<file path="config.mk">
export PLATFORM = sky130hd
export DESIGN_NAME = ldd_ctrl
export DESIGN_NICKNAME = d
export VERILOG_FILES = /design/src/hw/rtl/ldd_pkg.sv /design/src/hw/rtl/ldd_ctrl.sv
export SDC_FILE = /design/constraint.sdc
export NUM_CORES = 1
export LEC_CHECK = 0
export BUFFER_PORTS_ARGS = -buffer_cell sky130_fd_sc_hd__clkbuf_2
export CORE_AREA = 8 8 45 47
export CTS_BUF_LIST = sky130_fd_sc_hd__clkbuf_8
export CTS_CLUSTER_DIAMETER = 40
export DETAILED_ROUTE_END_ITERATION = 12
export DIE_AREA = 0 0 53 55
export SLEW_MARGIN = 10
export SYNTH_ARGS = -nofsm -noshare
export SYNTH_HDL_FRONTEND = slang
export SYNTH_SLANG_ARGS = --single-unit
export TNS_END_PERCENT = 30
</file>
<file path="constraint.sdc">
create_clock -name clock -period 1.13 [get_ports clock]
set_input_delay 0.0565 -clock clock [delete_from_list [all_inputs] [get_ports clock]]
set_output_delay 0.0565 -clock clock [all_outputs]
set_load 0.005 [all_outputs]
</file>
<file path="src/hw/rtl/ldd_pkg.sv">
// ldd_pkg: shared widths, register indexes, reset values, controller states
// and the command/status structs for the light dip detector.
// No dependencies; every other file imports it.
package ldd_pkg;

   localparam int SAMPLE_BITS = 12;
   localparam int FRAC_BITS   = 16;
   localparam int AVG_W       = SAMPLE_BITS + FRAC_BITS;
   localparam int CNT_W       = 13;
   localparam int LEVEL_W     = 12;
   localparam int ALPHA_W     = 16;
   localparam int TOTAL_W     = 32;
   localparam int CSR_IDX_W   = 2;
   localparam int CSR_DATA_W  = 16;
   localparam int PROD_W      = AVG_W + ALPHA_W;

   // register indexes on the csr port
   typedef enum logic [CSR_IDX_W-1:0] {
      CSR_HISTORY_LENGTH = 2'd0,
      CSR_DIP_THRESHOLD  = 2'd1,
      CSR_REARM_MARGIN   = 2'd2,
      CSR_EMA_ALPHA      = 2'd3
   } csr_index_type;

   // register values after reset
   localparam logic [CNT_W-1:0]   HISTORY_LENGTH_RST = 13'd1000;
   localparam logic [LEVEL_W-1:0] DIP_THRESHOLD_RST  = 12'd228;
   localparam logic [LEVEL_W-1:0] REARM_MARGIN_RST   = 12'd68;
   localparam logic [ALPHA_W-1:0] EMA_ALPHA_RST      = 16'd66;

   typedef enum logic [2:0] {
      ST_IDLE,
      ST_SMP_WRITE,
      ST_SMP_MUL,
      ST_SMP_ACC,
      ST_SCAN_INIT,
      ST_SCAN_RUN,
      ST_RESULT
   } state_type;

   typedef struct packed {
      logic latch_req;
      logic smp_write;
      logic smp_mul;
      logic smp_acc;
      logic scan_init;
      logic scan_run;
      logic scan_finish;
      logic load_rsp;
   } ctrl_cmd_type;

   typedef struct packed {
      logic kind;
      logic seeded;
      logic scan_done;
   } ctrl_status_type;

endpackage

</file>
<file path="src/hw/rtl/ldd_ctrl.sv">
// ldd_ctrl: sequencer for sample updates and dip scans, plus the response
// valid flag. Depends on ldd_pkg; drives ldd_datapath through ctrl_cmd_type.
module ldd_ctrl import ldd_pkg::*; (
   input  logic            clock,
   input  logic            reset,
   input  logic            req_valid,
   output logic            req_ready,
   output logic            rsp_valid,
   input  logic            rsp_ready,
   input  ctrl_status_type status,
   output ctrl_cmd_type    cmd
);

   state_type state_ff;
   state_type state_in;
   logic      rsp_valid_ff;
   logic      rsp_valid_in;
   logic      rsp_free;

   assign rsp_free  = !rsp_valid_ff || rsp_ready;
   assign req_ready = (state_ff == ST_IDLE) && !reset;
   assign rsp_valid = rsp_valid_ff;

   // next state
   always_comb begin
      state_in = state_ff;
      unique case (state_ff)
         ST_IDLE: begin
            if (req_valid) begin
               state_in = ST_SMP_WRITE;
            end
         end
         ST_SMP_WRITE: begin
            state_in = status.kind ? ST_SCAN_INIT :
                       (status.seeded ? ST_SMP_MUL : ST_RESULT);
         end
         ST_SMP_MUL:   state_in = ST_SMP_ACC;
         ST_SMP_ACC:   state_in = ST_RESULT;
         ST_SCAN_INIT: state_in = ST_SCAN_RUN;
         ST_SCAN_RUN: begin
            if (status.scan_done) begin
               state_in = ST_RESULT;
            end
         end
         ST_RESULT: begin
            if (rsp_free) begin
               state_in = ST_IDLE;
            end
         end
         default: state_in = ST_IDLE;
      endcase
   end

   // commands to the datapath
   always_comb begin
      cmd = '0;
      unique case (state_ff)
         ST_IDLE:      cmd.latch_req   = req_valid;
         ST_SMP_WRITE: cmd.smp_write   = !status.kind;
         ST_SMP_MUL:   cmd.smp_mul     = 1'b1;
         ST_SMP_ACC:   cmd.smp_acc     = 1'b1;
         ST_SCAN_INIT: cmd.scan_init   = 1'b1;
         ST_SCAN_RUN: begin
            cmd.scan_run    = 1'b1;
            cmd.scan_finish = status.scan_done;
         end
         ST_RESULT:    cmd.load_rsp    = rsp_free;
         default:      cmd = '0;
      endcase
   end

   // hold the word until taken
   always_comb begin
      rsp_valid_in = rsp_valid_ff;
      if (cmd.load_rsp) begin
         rsp_valid_in = 1'b1;
      end else if (rsp_ready) begin
         rsp_valid_in = 1'b0;
      end
   end

   always_ff @(posedge clock) begin
      if (reset) begin
         state_ff     <= ST_IDLE;
         rsp_valid_ff <= 1'b0;
      end else begin
         state_ff     <= state_in;
         rsp_valid_ff <= rsp_valid_in;
      end
   end

endmodule

</file>
==> flow_summary_export.csv <==
group,metric,value,unit
status,status,"finished, violations left",
status,violations,"negative setup slack",
drt,detail-route-antenna-nets,0,
floorplanning,die_y,55,um
worst_setup_path,worstReg2RegEnd,"state_ff[1]",
global_route,grt_pass1_wl,1.71,mm
sta,setup_viol,1,
drt,avgViaCountPerCell,4.80,
clock_network,clkTransAtPathRegs,0.03,ns
floorplanning,fp.dieArea,2920,sq um
worst_setup_path,arrival,1.07,ns
place,portBuffers,16,
yosys,synth_compound_area_share,20.9,%
worst_setup_path,end_kind,"output pin",
worst_setup_path,required,1.07,ns
clock_network,cts_root_buf,"clkbuf_8",
drt,drt-pass1-iter-count,2,
yosys,netlist_area,353,sq um
sta,period_needed,1.13,ns
drt,wl_per_cell,13.3,um
worst_setup_path,path_class,"reg -> out",
sta,timing.setup.tns,-0.00130,ns
clock_network,cts_buffer_depth,2,
sta,worst_pin_slew,0.282,ns
global_route,antenna_found_initial,0,
sta,clock.fmax,0.884,GHz
run,cap_violations,0,
yosys,ys_warn_count,0,
worst_setup_path,r2r-start,"state_ff[0]",
yosys,synth_top_family_by_area,"simple AND/OR/NAND/NOR gates",
finish,final_common_cell,"clkbuf_2",
sta,finClkSkew,0.00287,ns
yosys,yosys.area_share.simple,42.6,%
yosys,yosys.area_share.adder,0,%
min_path,worstHoldPathType,"in -> reg",
clock_network,clk_latency,0.21,ns
clock_network,cts_buffers,3,
clock_network,cts_tree,"done",
drt,drc,0,
floorplanning,die_w,53,um
drt,vias,389,
power,power_density,1050,nW/um^2
finish,syn2layout_area_growth,64.2,%
worst_setup_path,critPathLaunchType,"register",
power,p_leak,0.000268,uW
yosys,synth_cell_types,22,
finish,fin_nets,74,
floorplanning,io_pins,17,
yosys,syn_inst,40,
finish,layout_common_cells,"clkbuf_2 (13), buf_4 (6), a21oi_1 (4), buf_2 (4)",
sta,finalHoldViolCount,0,
sta,whs,0.0371,ns
floorplanning,placementRows,14,
global_route,grt-ovfl-total,0,
worst_setup_path,path_max_fanout,7,
clock_network,cts.sinks,4,
worst_setup_path,endpoint,"cmd[1]",
power,max-vdd-ir-drop,0.565,mV
floorplanning,start_util,25.5,%
clock_network,holdBufCountCts,0,
sta,slew_headroom,81.1,%
worst_setup_path,startpoint,"state_ff[1]",
finish,drive_above_1_share,67.7,%
yosys,syn-mean-instance-area,8.82,sq um
sta,rsz0062_at_grt,"true",
yosys,synth_xor_area_share,0,%
drt,totalWireLength,1.08,mm
global_route,grt_max_degree,11,
yosys,synth_nets,47,
sta,period_share,100,%
finish,antenna_cells,0,
sta,slew_viol_final,0,
worst_setup_path,reg2reg_setup_slack,0.02,ns
place,hpwlAfterDp,716,um
yosys,synthMuxAreaShare,0,%
clock_network,cts_max_level,1,
yosys,ys_ff_latch,4,
drt,detail_route.iter0.violations,3,
sta,setup_ws,-0.00130,ns
worst_setup_path,r2r.worst_path.cells,3,
finish,post-route-util,41.9,%
global_route,grt_pass1_vias,416,
floorplanning,core_area,1380,sq um
place,gp_congestion,0.745,
yosys,yosysSeqAreaShare,22.7,%
global_route,track_usage,7.86,%
-- cell usage after synthesis (all sizes together) --
cell    n  share of area (%)
a21oi   4                5.7
and2    1                1.8
and3    2                3.5
buf     4                 11
dfxtp   4                 23
inv     3                3.2
nand2   2                2.8
nand2b  3                5.3
nand3b  1                2.1
nor2    1                1.1
nor2b   2                3.5
nor3    3                4.3
nor3b   3                7.8
nor4    1                1.8
nor4b   2                8.5
o21ai   1                1.4
o22ai   1                3.5
o311ai  1                2.5
o41ai   1                7.8
-- through the flow --
stage	cell area, sq um	power (uW)	std cells	worst slack, ns
2_1_floorplan	353	239	40	0.154
3_5_place_dp	458	287	72	0.0417
6_report	579	608	81	-0.00130
5_1_grt	579	644	81	-0.0392
3_3_place_gp	458	286	72	0.0650
4_1_cts	562	615	80	-0.0374
-- routing by layer --
layer | vias to the layer above | part of all wire (%) | global-route usage [%]
met3 | 2 | 6.0 | 2.67
met2 | 7 | 61 | 15.6
met5 | - | 0 | 0
li1 | 194 | - | -
met1 | 186 | 32 | 6.37
met4 | 0 | 0.56 | 5.17
-- worst max-delay path, stage by stage, from the launching register on --
cell      delay, ns
dfxtp_4        0.41
inv_6          0.05
and3_4         0.16
and2_1         0.14
clkbuf_2       0.10
-- cell families after synthesis --
family          after synthesis
flops                         4
compound gates                8
buf+inv                       7
simple gates                 21
-- final cells by class --
class | instances | area (sq um)
fill | 141 | 805
clock buffer | 3 | 41.3
timing repair buffer | 26 | 164
inverter | 3 | 16.3
sequential | 4 | 88.8
multi-input combinational | 29 | 249
tap | 16 | 20.0
-- repair_timing --
| item | CTS | global route |
|---|---|---|
| pin swaps | 2 | 1 |
| gates cloned | 0 | 1 |
| setup endpoints to repair | 9 | 11 |
| buffers inserted | 5 | 1 |
| resized for setup | 9 | 10 |
-- power breakdown --
part	total, uW	internal [uW]	switching (uW)
Combinational	150	82.3	68.1
Sequential	165	150	15.0
Clock	292	226	66.0
Total	608	458	149
-- worst min path at each step --
stage	from	end	slack, ns	depth (start not counted)
detailed placement	reset	rsp_valid	0.26	2
CTS	reset	rsp_valid	0.03	2
global route	reset	rsp_valid	0.05	2
global placement	reset	rsp_valid	0.26	2
floorplan	reset	rsp_valid	0.13	1
finish	reset	rsp_valid	0.04	2
-- sequential cells by signal (all words and copies together) (netlist names) --
register / flops
state_ff: 3
rsp_valid: 1
Power figures use the tool's default switching activity.
